$ cat config.mk
export PLATFORM = sky130hd
export DESIGN_NAME = sentence_crc_trailer_framer_flat
export DESIGN_NICKNAME = d
export VERILOG_FILES = /design/src/rtl/core/scfr_pkg.sv /design/src/rtl/core/scfr_in_if.sv /design/src/rtl/core/scfr_out_if.sv /design/src/rtl/core/sentence_crc_trailer_framer.sv /design/src/rtl/core/scfr_front.sv /design/src/rtl/core/scfr_queue.sv /design/src/rtl/core/scfr_back.sv /design/src/flat_wrapper.sv
export SDC_FILE = /design/constraint.sdc
export NUM_CORES = 1
export LEC_CHECK = 0
export ABC_CLOCK_PERIOD_IN_PS = 2100
export BUFFER_PORTS_ARGS = -buffer_cell sky130_fd_sc_hd__buf_2
export CAP_MARGIN = 40
export CORE_MARGIN = 5
export CORE_UTILIZATION = 40
export CTS_CLUSTER_SIZE = 30
export DETAILED_ROUTE_END_ITERATION = 8
export PLACE_DENSITY = 0.59
export SKIP_CTS_REPAIR_TIMING = 1
export SYNTH_ARGS = -nofsm -noshare
export SYNTH_HDL_FRONTEND = slang
export SYNTH_SLANG_ARGS = --single-unit
export TNS_END_PERCENT = 100
$ cat constraint.sdc
create_clock -name clk -period 2.1 [get_ports clk]
set_input_delay 0.315 -clock clk [delete_from_list [all_inputs] [get_ports clk]]
set_output_delay 0.315 -clock clk [all_outputs]
set_load 0.1 [all_outputs]
$ cat src/rtl/core/scfr_pkg.sv
`timescale 1ns / 1ps
// ----------------------------------------------------------------------------
// scfr_pkg: shared types and constants for the sentence CRC trailer framer
// Queue entry type, CRC-16 byte step, trailer character codes.
// ----------------------------------------------------------------------------
package scfr_pkg;

    // CRC-16, polynomial 0x1021, MSB first, init 0xFFFF
    localparam logic [15:0] CRC_POLY = 16'h1021;
    localparam logic [15:0] CRC_INIT = 16'hFFFF;

    // bytes of lead-in that are not fed to the CRC
    localparam logic [1:0] LEAD_IN_BYTES = 2'd2;

    // queue between front and back
    localparam int QUEUE_DEPTH = 2;
    localparam int QUEUE_PTR_W = $clog2(QUEUE_DEPTH);
    localparam int QUEUE_CNT_W = $clog2(QUEUE_DEPTH + 1);

    // trailer characters
    localparam logic [7:0] CHAR_STAR = 8'h2A;
    localparam logic [7:0] CHAR_CR   = 8'h0D;
    localparam logic [7:0] CHAR_LF   = 8'h0A;
    localparam logic [7:0] CHAR_ZERO = 8'h30;
    localparam logic [7:0] CHAR_A    = 8'h41;

    // emit step within one queue entry
    typedef enum logic [2:0] {
        STEP_BYTE  = 3'd0,
        STEP_STAR  = 3'd1,
        STEP_HEX3  = 3'd2,
        STEP_HEX2  = 3'd3,
        STEP_HEX1  = 3'd4,
        STEP_HEX0  = 3'd5,
        STEP_CR    = 3'd6,
        STEP_LF    = 3'd7
    } step_t;

    // one classified sentence byte
    typedef struct packed {
        logic [7:0]  data_byte;
        logic        last;
        logic [15:0] crc;
    } entry_t;

    // one byte of the CRC-16 update (poly 0x1021, MSB first), eight bit steps
    function automatic logic [15:0] crc_byte_step(input logic [15:0] crc,
                                                  input logic [7:0]  b);
        logic [15:0] r;
        r = crc ^ {b, 8'h00};
        for (int k = 0; k < 8; k++)
        begin
            if (r[15])
                r = {r[14:0], 1'b0} ^ CRC_POLY;
            else
                r = {r[14:0], 1'b0};
        end
        return r;
    endfunction

    // upper-case ASCII hex digit
    function automatic logic [7:0] hex_digit(input logic [3:0] nib);
        logic [7:0] d;
        if (nib < 4'd10)
            d = CHAR_ZERO + {4'd0, nib};
        else
            d = CHAR_A + {4'd0, nib - 4'd10};
        return d;
    endfunction

endpackage

$ cat src/rtl/core/scfr_in_if.sv
`timescale 1ns / 1ps
// ----------------------------------------------------------------------------
// scfr_in_if: sentence byte input channel
// valid/ready handshake carrying one sentence character and its end flag.
// ----------------------------------------------------------------------------
interface scfr_in_if;
    logic       valid;
    logic       ready;
    logic [7:0] data_byte;
    logic       end_of_sentence;

    modport source (output valid, output data_byte, output end_of_sentence,
                    input ready);
    modport sink   (input valid, input data_byte, input end_of_sentence,
                    output ready);
endinterface

$ cat src/rtl/core/scfr_out_if.sv
`timescale 1ns / 1ps
// ----------------------------------------------------------------------------
// scfr_out_if: framed byte output channel
// valid/ready handshake carrying one output character and its frame end flag.
// ----------------------------------------------------------------------------
interface scfr_out_if;
    logic       valid;
    logic       ready;
    logic [7:0] out_byte;
    logic       out_last;

    modport source (output valid, output out_byte, output out_last,
                    input ready);
    modport sink   (input valid, input out_byte, input out_last,
                    output ready);
endinterface

$ cat src/rtl/core/sentence_crc_trailer_framer.sv
`timescale 1ns / 1ps
// ----------------------------------------------------------------------------
// sentence_crc_trailer_framer: telemetry sentence CRC trailer framer
// Passes sentence bytes through and appends "*XXXX\r\n" with the CRC-16.
// ----------------------------------------------------------------------------
//  channel  | dir | payload                         | handshake
//  ---------+-----+---------------------------------+------------
//  in_ch    | in  | data_byte[7:0], end_of_sentence | valid/ready
//  out_ch   | out | out_byte[7:0], out_last         | valid/ready
//
//  One input byte per cycle unless the queue is full, one output byte per
//  cycle while out_ready is high; a flagged last byte occupies the output for
//  the byte plus seven trailer bytes. The CRC byte step is one combinational
//  stage in the front; bytes pass the queue, then the output register. The
//  two-entry queue takes one more byte while the trailer drains, then the
//  input stalls until the line feed is loaded. Reset clears CRC to 0xFFFF,
//  lead-in count, queue and output register; no item is lost under stalls.
// ----------------------------------------------------------------------------
module sentence_crc_trailer_framer (
    input  logic          clk,
    input  logic          rst_n,
    scfr_in_if.sink       in_ch,
    scfr_out_if.source    out_ch
);

    logic              push, pop, full, not_empty;
    scfr_pkg::entry_t  push_entry, head;

    scfr_front u_front (
        .clk             (clk),
        .rst_n           (rst_n),
        .in_valid        (in_ch.valid),
        .in_ready        (in_ch.ready),
        .data_byte       (in_ch.data_byte),
        .end_of_sentence (in_ch.end_of_sentence),
        .queue_full      (full),
        .push            (push),
        .push_entry      (push_entry)
    );

    scfr_queue u_queue (
        .clk        (clk),
        .rst_n      (rst_n),
        .push       (push),
        .push_entry (push_entry),
        .pop        (pop),
        .full       (full),
        .not_empty  (not_empty),
        .head       (head)
    );

    scfr_back u_back (
        .clk       (clk),
        .rst_n     (rst_n),
        .not_empty (not_empty),
        .head      (head),
        .pop       (pop),
        .out_valid (out_ch.valid),
        .out_ready (out_ch.ready),
        .out_byte  (out_ch.out_byte),
        .out_last  (out_ch.out_last)
    );

endmodule

$ cat src/rtl/core/scfr_front.sv
`timescale 1ns / 1ps
// ----------------------------------------------------------------------------
// scfr_front: input side of the framer
// Counts the lead-in, runs the CRC and hands classified bytes to the queue.
// ----------------------------------------------------------------------------
module scfr_front (
    input  logic                clk,
    input  logic                rst_n,
    input  logic                in_valid,
    output logic                in_ready,
    input  logic [7:0]          data_byte,
    input  logic                end_of_sentence,
    input  logic                queue_full,
    output logic                push,
    output scfr_pkg::entry_t    push_entry
);

    logic [1:0]  position_count_reg, position_count_next;
    logic [15:0] crc_reg, crc_next;
    logic [15:0] crc_upd;
    logic        in_lead;

    assign in_ready = !queue_full;
    assign push     = in_valid && !queue_full;
    assign in_lead  = position_count_reg < scfr_pkg::LEAD_IN_BYTES;

    // CRC after this byte, lead-in bytes leave it alone
    always_comb
    begin
        if (in_lead)
            crc_upd = crc_reg;
        else
            crc_upd = scfr_pkg::crc_byte_step(crc_reg, data_byte);
    end

    assign push_entry.data_byte = data_byte;
    assign push_entry.last      = end_of_sentence;
    assign push_entry.crc       = crc_upd;

    // sentence state update per transfer
    always_comb
    begin
        position_count_next = position_count_reg;
        crc_next            = crc_reg;
        if (push)
        begin
            if (end_of_sentence)
            begin
                position_count_next = 2'd0;
                crc_next            = scfr_pkg::CRC_INIT;
            end
            else
            begin
                crc_next = crc_upd;
                if (in_lead)
                    position_count_next = position_count_reg + 2'd1;
            end
        end
    end

    always_ff @(posedge clk or negedge rst_n)
    begin
        if (!rst_n)
        begin
            position_count_reg <= 2'd0;
            crc_reg            <= scfr_pkg::CRC_INIT;
        end
        else
        begin
            position_count_reg <= position_count_next;
            crc_reg            <= crc_next;
        end
    end

endmodule

$ cat src/rtl/core/scfr_queue.sv
`timescale 1ns / 1ps
// ----------------------------------------------------------------------------
// scfr_queue: short queue between front and back
// Two-entry FIFO of classified bytes; head is visible combinationally.
// ----------------------------------------------------------------------------
module scfr_queue (
    input  logic                clk,
    input  logic                rst_n,
    input  logic                push,
    input  scfr_pkg::entry_t    push_entry,
    input  logic                pop,
    output logic                full,
    output logic                not_empty,
    output scfr_pkg::entry_t    head
);

    scfr_pkg::entry_t                   mem_reg [scfr_pkg::QUEUE_DEPTH];
    logic [scfr_pkg::QUEUE_PTR_W-1:0]   wr_ptr_reg, rd_ptr_reg;
    logic [scfr_pkg::QUEUE_CNT_W-1:0]   count_reg;

    assign full      = count_reg == scfr_pkg::QUEUE_CNT_W'(scfr_pkg::QUEUE_DEPTH);
    assign not_empty = count_reg != '0;
    assign head      = mem_reg[rd_ptr_reg];

    // storage
    always_ff @(posedge clk)
    begin
        if (push)
            mem_reg[wr_ptr_reg] <= push_entry;
    end

    // pointers and fill count
    always_ff @(posedge clk or negedge rst_n)
    begin
        if (!rst_n)
        begin
            wr_ptr_reg <= '0;
            rd_ptr_reg <= '0;
            count_reg  <= '0;
        end
        else
        begin
            if (push)
                wr_ptr_reg <= wr_ptr_reg + 1'b1;
            if (pop)
                rd_ptr_reg <= rd_ptr_reg + 1'b1;
            if (push && !pop)
                count_reg <= count_reg + scfr_pkg::QUEUE_CNT_W'(1);
            else if (pop && !push)
                count_reg <= count_reg - scfr_pkg::QUEUE_CNT_W'(1);
        end
    end

endmodule

$ cat src/rtl/core/scfr_back.sv
`timescale 1ns / 1ps
// ----------------------------------------------------------------------------
// scfr_back: output side of the framer
// Emits each queued byte and, after a last byte, the "*XXXX\r\n" trailer.
// ----------------------------------------------------------------------------
module scfr_back (
    input  logic                clk,
    input  logic                rst_n,
    input  logic                not_empty,
    input  scfr_pkg::entry_t    head,
    output logic                pop,
    output logic                out_valid,
    input  logic                out_ready,
    output logic [7:0]          out_byte,
    output logic                out_last
);

    scfr_pkg::step_t step_reg, step_next;
    logic            out_valid_reg;
    logic [7:0]      out_byte_reg;
    logic            out_last_reg;
    logic            load;
    logic [7:0]      char_sel;
    logic            last_sel;
    logic            entry_done;

    assign out_valid = out_valid_reg;
    assign out_byte  = out_byte_reg;
    assign out_last  = out_last_reg;

    // output register free or being drained this cycle
    assign load = not_empty && (!out_valid_reg || out_ready);

    // character for the current step
    always_comb
    begin
        last_sel = 1'b0;
        case (step_reg)
            scfr_pkg::STEP_BYTE: char_sel = head.data_byte;
            scfr_pkg::STEP_STAR: char_sel = scfr_pkg::CHAR_STAR;
            scfr_pkg::STEP_HEX3: char_sel = scfr_pkg::hex_digit(head.crc[15:12]);
            scfr_pkg::STEP_HEX2: char_sel = scfr_pkg::hex_digit(head.crc[11:8]);
            scfr_pkg::STEP_HEX1: char_sel = scfr_pkg::hex_digit(head.crc[7:4]);
            scfr_pkg::STEP_HEX0: char_sel = scfr_pkg::hex_digit(head.crc[3:0]);
            scfr_pkg::STEP_CR:   char_sel = scfr_pkg::CHAR_CR;
            scfr_pkg::STEP_LF:
            begin
                char_sel = scfr_pkg::CHAR_LF;
                last_sel = 1'b1;
            end
            default:             char_sel = head.data_byte;
        endcase
    end

    // entry finished after its byte, or after the line feed of its trailer
    assign entry_done = (step_reg == scfr_pkg::STEP_BYTE && !head.last) ||
                        (step_reg == scfr_pkg::STEP_LF);
    assign pop        = load && entry_done;

    always_comb
    begin
        step_next = step_reg;
        if (load)
        begin
            if (entry_done)
                step_next = scfr_pkg::STEP_BYTE;
            else
                step_next = scfr_pkg::step_t'(step_reg + 3'd1);
        end
    end

    // step counter and output register
    always_ff @(posedge clk or negedge rst_n)
    begin
        if (!rst_n)
        begin
            step_reg      <= scfr_pkg::STEP_BYTE;
            out_valid_reg <= 1'b0;
            out_byte_reg  <= 8'd0;
            out_last_reg  <= 1'b0;
        end
        else
        begin
            step_reg <= step_next;
            if (load)
            begin
                out_valid_reg <= 1'b1;
                out_byte_reg  <= char_sel;
                out_last_reg  <= last_sel;
            end
            else if (out_ready)
            begin
                out_valid_reg <= 1'b0;
            end
        end
    end

endmodule

$ cat src/flat_wrapper.sv
// flat-port wrapper written by rule: the top's interface ports become plain ports
module sentence_crc_trailer_framer_flat 
  (clk, rst_n, in_ch_valid, in_ch_data_byte, in_ch_end_of_sentence, in_ch_ready, out_ch_valid, out_ch_out_byte, out_ch_out_last, out_ch_ready);
  scfr_in_if in_ch_i ();
  scfr_out_if out_ch_i ();
  input  logic clk;
  input  logic rst_n;
  input wire logic [$bits(in_ch_i.valid)-1:0] in_ch_valid;
  input wire logic [$bits(in_ch_i.data_byte)-1:0] in_ch_data_byte;
  input wire logic [$bits(in_ch_i.end_of_sentence)-1:0] in_ch_end_of_sentence;
  output wire logic [$bits(in_ch_i.ready)-1:0] in_ch_ready;
  output wire logic [$bits(out_ch_i.valid)-1:0] out_ch_valid;
  output wire logic [$bits(out_ch_i.out_byte)-1:0] out_ch_out_byte;
  output wire logic [$bits(out_ch_i.out_last)-1:0] out_ch_out_last;
  input wire logic [$bits(out_ch_i.ready)-1:0] out_ch_ready;
  assign in_ch_i.valid = in_ch_valid;
  assign in_ch_i.data_byte = in_ch_data_byte;
  assign in_ch_i.end_of_sentence = in_ch_end_of_sentence;
  assign in_ch_ready = in_ch_i.ready;
  assign out_ch_valid = out_ch_i.valid;
  assign out_ch_out_byte = out_ch_i.out_byte;
  assign out_ch_out_last = out_ch_i.out_last;
  assign out_ch_i.ready = out_ch_ready;
  sentence_crc_trailer_framer u_core (.clk(clk), .rst_n(rst_n), .in_ch(in_ch_i), .out_ch(out_ch_i));
endmodule
==> results.sh, run 1 <==
export IMPL_status="finished, final reports clean"
export IMPL_numCtsBuffers=9
export IMPL_dr_pass1_iters=4
export IMPL_ff2ff_path_depth=8
export IMPL_finish_utilization=0.477
export IMPL_avgSynthCellArea_um2=11.4
export IMPL_r2r_end="u_core.u_back.out_byte[1]"
export IMPL_dpl_hpwl_um=8170
export IMPL_rows=39
export IMPL_slowest_delay_ns=0.42
export IMPL_cts_sinks=85
export IMPL_async_flop_share=0.412
export IMPL_drcViolationCount=0
export IMPL_pin_count=24
export IMPL_holdCritPathClass="in2reg"
export IMPL_drt_initial_drc_count=174
export IMPL_cp_endpoint="u_core.u_back.out_byte[1]"
export IMPL_required_ns=2.31
export IMPL_synth_xor_xnor_area_share=0.0814
export IMPL_finalWirelength_um=10900
export IMPL_drv_cap=0
export IMPL_die_height_um=118
export IMPL_r2r_slack_ns=0.1
export IMPL_yosysSeqAreaShare=0.518
export IMPL_ys_ff_latch=85
export IMPL_vias_per_cell=5.42
export IMPL_clk_pin_slew_ns=0.07
export IMPL_crit_top_cell="nand2_1"
export IMPL_grt_max_degree=37
export IMPL_final_common_cell="edfxtp_1"
export IMPL_synth_compound_area_frac=0.126
export IMPL_ant_nets=0
export IMPL_fin_setup_tns_ns=0
export IMPL_fin_crit_sh=0.954
export IMPL_mostFrequentLayoutCells="50 x edfxtp_1, 43 x nand2_1, 35 x nor2_1"
export IMPL_core_mm2=0.0114
export IMPL_muxShareOfSynthArea=0.0801
export IMPL_cp_slowest_cell="dfrtp_1"
export IMPL_setup_viol=0
export IMPL_placedInstanceArea_mm2=0.00504
export IMPL_clock_path_buffers=2
export IMPL_fin_nets=479
export IMPL_slew_headroom=0.655
export IMPL_worst_clock_skew_ns=0.00589
export IMPL_area_growth_syn_to_layout_pct=17.1
export IMPL_hold_viol=0
export IMPL_path_delay_family="adder cells"
export IMPL_dp_cells=581
export IMPL_n_antenna_cell=0
export IMPL_min_period_ns=2.00
export IMPL_grt_overflow=0
export IMPL_startpoint_type="flip-flop"
export IMPL_layout_drive_gt1_share=0.272
export IMPL_slew_violations=0
export IMPL_cts_tree="done"
export IMPL_synth_top_family_by_area="compound AO/OA/AOI/OAI gates"
export IMPL_syn_num_nets=432
export IMPL_place_congestion=0.876
export IMPL_worst_path_buf_inv=1
export IMPL_htree_levels=3
export IMPL_vias=3249
export IMPL_end_kind="flip-flop"
export IMPL_crit_type="reg2reg"
export IMPL_fmax_mhz=499
export IMPL_worstReg2RegStart="u_core.u_back.step_reg[0]"
export IMPL_antenna_found_initial=0
export IMPL_netlist_cell_type_count=57
export IMPL_grt_pass1_vias=3232
export IMPL_crit_start="u_core.u_back.step_reg[0]"
export IMPL_worstPathMaxFanout=9
export IMPL_instances_no_fill=599
export IMPL_timing_critical_path_depth=8
export IMPL_worstPathArrival_ns=2.22
export IMPL_ys_warn_count=0
export IMPL_final_area_mm2=0.00542
export IMPL_wire_per_inst_um=18.2
export IMPL_yosys_area_share_simple=0.118
export IMPL_syn_area_mm2=0.00463
export IMPL_grt_first_pass_wirelength_um=17600
export IMPL_io_buffers=23
export IMPL_clk_latency_ns=0.34
export IMPL_die_w_um=118
export IMPL_root_buffer="clkbuf_16"
export IMPL_netlist_instances=404
export IMPL_ys_flop_type="edfxtp_1"
export IMPL_initial_utilization=0.407
export IMPL_grt_usage=0.162
export IMPL_synth_edf_count=50
export IMPL_largest_reg_flops=50
export IMPL_dieArea_mm2=0.0138
export IMPL_worst_pin_slew_ns=0.514
export IMPL_synthAdderAreaFrac=0.0406
export IMPL_worstPathCellList="ha_1 > ha_2 > nor4_2 > nand2_1 > buf_4 > nand2_1 > a2111oi_4 > a21oi_1"
[synth_stat cells, types with 2 or more instances]
cell type,instances,area share
edfxtp_1,50,0.32
nand2_1,43,0.035
nor2_1,36,0.029
mux2i_1,21,0.045
a21oi_1,19,0.021
dfrtp_1,19,0.10
xnor2_1,19,0.036
a31oi_1,16,0.022
dfstp_2,16,0.091
ha_1,15,0.041
inv_1,13,0.011
o21ai_0,12,0.013
nor3_1,11,0.012
xor2_1,11,0.021
mux2_2,9,0.022
nand2b_1,8,0.011
buf_2,7,0.0076
o22a_1,7,0.013
o22ai_1,7,0.0095
clkbuf_1,5,0.0041
xnor2_2,5,0.018
a221oi_1,4,0.0076
nor2b_1,3,0.0041
nor4_1,3,0.0041
o2111ai_1,3,0.0057
o221ai_1,3,0.0057
and2_1,2,0.0027
and3_1,2,0.0027
buf_1,2,0.0016
buf_6,2,0.0049
mux2i_4,2,0.0097
nand3_1,2,0.0022
o31ai_1,2,0.0032
xor2_2,2,0.0070
[final cells by class]
cell class	count	area, µm²
clock buffer	9	225
multi-input combinational	287	2140
inverter	14	52.6
fill	1038	5950
clock inverter	7	68.8
sequential	85	2400
timing repair buffer	54	354
tap	143	179
[worst min-delay path by stage]
stage,from,to,slack (ns),cells after the start
2_1_floorplan,rst_n,u_core.u_back.out_byte[0],0.02,0
3_3_place_gp,rst_n,u_core.u_back.out_byte[3],0.28,1
3_5_place_dp,rst_n,u_core.u_back.out_byte[7],0.28,1
4_1_cts,rst_n,u_core.u_back.out_byte[4],-0.09,1
5_1_grt,in_ch_data_byte[1],u_core.u_queue.mem_reg[0][18],0.18,1
6_report,in_ch_data_byte[1],u_core.u_queue.mem_reg[0][18],0.19,1
[kinds of logic (layout without fill, tap and decap cells)]
| group | after synthesis | count (layout) |
|---|---|---|
| AND/OR/NAND/NOR | 119 | 119 |
| flip-flops | 85 | 85 |
| AO/OA/AOI/OAI | 83 | 83 |
| XOR/XNOR | 37 | 37 |
| multiplexers | 33 | 33 |
| buffers and inverters | 32 | 84 |
| adder cells (fa/ha/maj) | 15 | 15 |
[routing by layer]
metal  wire (µm)  track usage
met1        4970        0.217
met2        5240        0.256
met3         539       0.0408
met4         174       0.0538
met5           0            0
[worst register-to-register path: cells and delay by family (launching register included)]
family | cells | cell delay [ns]
fa+ha+maj | 2 | 0.47
compound gates | 2 | 0.43
flops | 1 | 0.42
simple gates | 3 | 0.35
buf+inv | 1 | 0.21
[metrics by stage]
step	hold WS, ns	setup slack [ns]
2_1_floorplan	0.0194	0.0407
3_3_place_gp	0.276	-0.00286
3_5_place_dp	0.283	-0.0102
4_1_cts	-0.0897	-0.0361
5_1_grt	0.175	-0.0102
6_report	0.190	0.0961
Power of run 1 is not shown: default switching activity piles up to over one toggle a cycle in this logic, so the estimate is an artifact.
==> inputs of run 2 (changes only) <==
--- a/config.mk
+++ b/config.mk
@@ -7,5 +7,5 @@
 export LEC_CHECK = 0
 export ABC_CLOCK_PERIOD_IN_PS = 2100
-export BUFFER_PORTS_ARGS = -buffer_cell sky130_fd_sc_hd__buf_2
+export BUFFER_PORTS_ARGS = -buffer_cell sky130_fd_sc_hd__buf_4
 export CAP_MARGIN = 40
 export CORE_MARGIN = 5
==> constraint.sdc (replaced) <==
create_clock -name clk -period 2.1 [get_ports clk]
set_input_delay 0.315 -clock clk [delete_from_list [all_inputs] [get_ports clk]]
set_output_delay 0.315 -clock clk [all_outputs]
set_load 0.01 [all_outputs]
==> run 2 against run 1 <==
Setup slack got worse by 0.049 ns. Clock-buffer cell count stayed put. Design area up 2.6%. Routed wire length fell by 0.22%. Critical path depth stayed put. First-iteration DRC count fell by 16%. Die area unchanged. Register-to-register slack lost 0.05 ns. Via count decreased by 0.80%.
==> results.sh, run 2 (synthesis results as in run 1) <==
export IMPL_fillers=1032
export IMPL_vias=3223
export IMPL_dr_pass1_iters=4
export IMPL_fin_setup_tns_ns=0
export IMPL_vias_per_cell=5.36
export IMPL_grt_pass1_vias=3197
export IMPL_min_period_ns=2.05
export IMPL_n_antenna_cell=0
export IMPL_ir_drop_v=0.000955
export IMPL_ff2ff_path_depth=8
export IMPL_required_ns=2.31
export IMPL_wire_per_inst_um=18.1
export IMPL_root_buffer="clkbuf_16"
export IMPL_p_comb_frac=0.526
export IMPL_worst_pin_slew_ns=0.821
export IMPL_hold_viol=0
export IMPL_mostFrequentLayoutCells="53 x buf_4, 50 x edfxtp_1, 42 x nand2_1"
export IMPL_crit_type="reg2reg"
export IMPL_layout_drive_gt1_share=0.290
export IMPL_area_growth_syn_to_layout_pct=20.2
export IMPL_multiInputGateArea_mm2=0.00220
export IMPL_clock_path_buffers=2
export IMPL_io_buffers=23
export IMPL_crit_start="u_core.u_queue.rd_ptr_reg"
export IMPL_dpl_hpwl_um=7880
export IMPL_fin_crit_sh=0.977
export IMPL_numCtsBuffers=9
export IMPL_pin_count=24
export IMPL_end_kind="flip-flop"
export IMPL_instances_no_fill=601
export IMPL_grt_overflow=0
export IMPL_fin_nets=482
export IMPL_worst_clock_skew_ns=0.00585
export IMPL_powerDensity_mw_per_mm2=1810
export IMPL_setup_viol=0
export IMPL_slew_headroom=0.453
export IMPL_grt_first_pass_wirelength_um=17400
export IMPL_clk_pin_slew_ns=0.06
export IMPL_startpoint_type="flip-flop"
export IMPL_initial_utilization=0.407
export IMPL_drv_cap=0
export IMPL_dp_cells=578
export IMPL_die_w_um=118
export IMPL_power_mw=10.0
export IMPL_finalWirelength_um=10900
export IMPL_seq_area_mm2=0.00240
export IMPL_antenna_found_initial=0
export IMPL_drcViolationCount=0
export IMPL_dieArea_mm2=0.0138
export IMPL_p_switching_mw=4.10
export IMPL_grt_usage=0.159
export IMPL_cts_tree="done"
export IMPL_cts_sinks=85
export IMPL_status="finished, final reports clean"
export IMPL_final_common_cell="buf_4"
export IMPL_power_internal_mw=5.95
export IMPL_clk_latency_ns=0.34
export IMPL_core_mm2=0.0114
export IMPL_whs_path_depth=1
export IMPL_htree_levels=3
export IMPL_worstHoldStart="in_ch_data_byte[2]"
export IMPL_ant_nets=0
export IMPL_clock_power_share=0.148
export IMPL_slew_violations=0
export IMPL_place_congestion=0.960
export IMPL_worstReg2RegStart="u_core.u_queue.rd_ptr_reg"
export IMPL_p_leak_nw=2.13
export IMPL_seq_power_share=0.326
export IMPL_die_height_um=118
export IMPL_final_area_mm2=0.00556
export IMPL_rows=39
export IMPL_worstPathArrival_ns=2.26
export IMPL_largest_reg_flops=50
export IMPL_drt_initial_drc_count=147
export IMPL_placedInstanceArea_mm2=0.00508
export IMPL_holdCritPathClass="in2reg"
export IMPL_grt_max_degree=36
export IMPL_fmax_mhz=487
export IMPL_swShare=0.408
export IMPL_worstPathMaxFanout=8
[run 2: changes by cell type in the layout (fill, tap and decap cells not counted), moves of 2 or more]
cell,delta
ha_2,-2
inv_6,-2
clkinv_4,+2
mux2i_1,-3
buf_4,+24
mux2i_2,+2
buf_2,-23
[run 2: final timing paths]
path | endpoint | slack, ns
hold / removal | u_core.u_queue.mem_reg[1][19] | 0.18
hold reg to reg | u_core.u_front.crc_reg[9] | 0.47
setup / recovery | u_core.u_back.out_byte[3] | 0.05
min in group asynchronous | u_core.u_back.out_valid | 0.48
max in group asynchronous | u_core.u_front.crc_reg[15] | 1.24
setup reg to reg | u_core.u_back.out_byte[3] | 0.05
[run 2: power groups by stage]
stage / clock network (mW) / logic, mW / registers [mW]
final: 1.49 / 5.29 / 3.27
after global routing: 1.59 / 5.79 / 3.36
after CTS: 1.52 / 4.87 / 3.26
after detailed placement: 0 / 4.83 / 3.29
after global placement: 0 / 4.76 / 3.26
after floorplan: 0 / 3.46 / 3.12
[run 2: worst max-delay path, cell delays in order, from the launching register on]
cell and delay, ns:
dfrtp_2 0.48, buf_4 0.17, buf_12 0.13, mux2i_4 0.19, buf_4 0.16, a221oi_2 0.26
o32ai_1 0.11, nor3_1 0.29, a31oi_1 0.12
[run 2: final cells by class]
class,count,share of cell area
clock buffer,9,0.0405
clock inverter,6,0.00900
inverter,14,0.00946
multi-input combinational,287,0.396
sequential,85,0.432
tap,143,0.0322
timing repair buffer,57,0.0810
[run 2: layer usage]
layer / track usage / vias to the layer above / part of all wire
li1: - / 1576 / -
met2: 0.243 / 63 / 0.47
met1: 0.219 / 1571 / 0.47
met3: 0.0432 / 13 / 0.047
met4: 0.0566 / 0 / 0.015
met5: 0 / - / 0
[run 2: stage by stage]
stage | util | hold WS, ns | setup WS [ns]
floorplan | - | 0.0194 | 0.0407
detailed placement | 0.447 | 0.313 | -0.0473
finish | 0.489 | 0.175 | 0.0475
global route | 0.489 | 0.166 | -0.0240
CTS | 0.471 | -0.0543 | -0.0786
global placement | 0.447 | 0.312 | 0.0520
(Power assumes the default switching activity.)
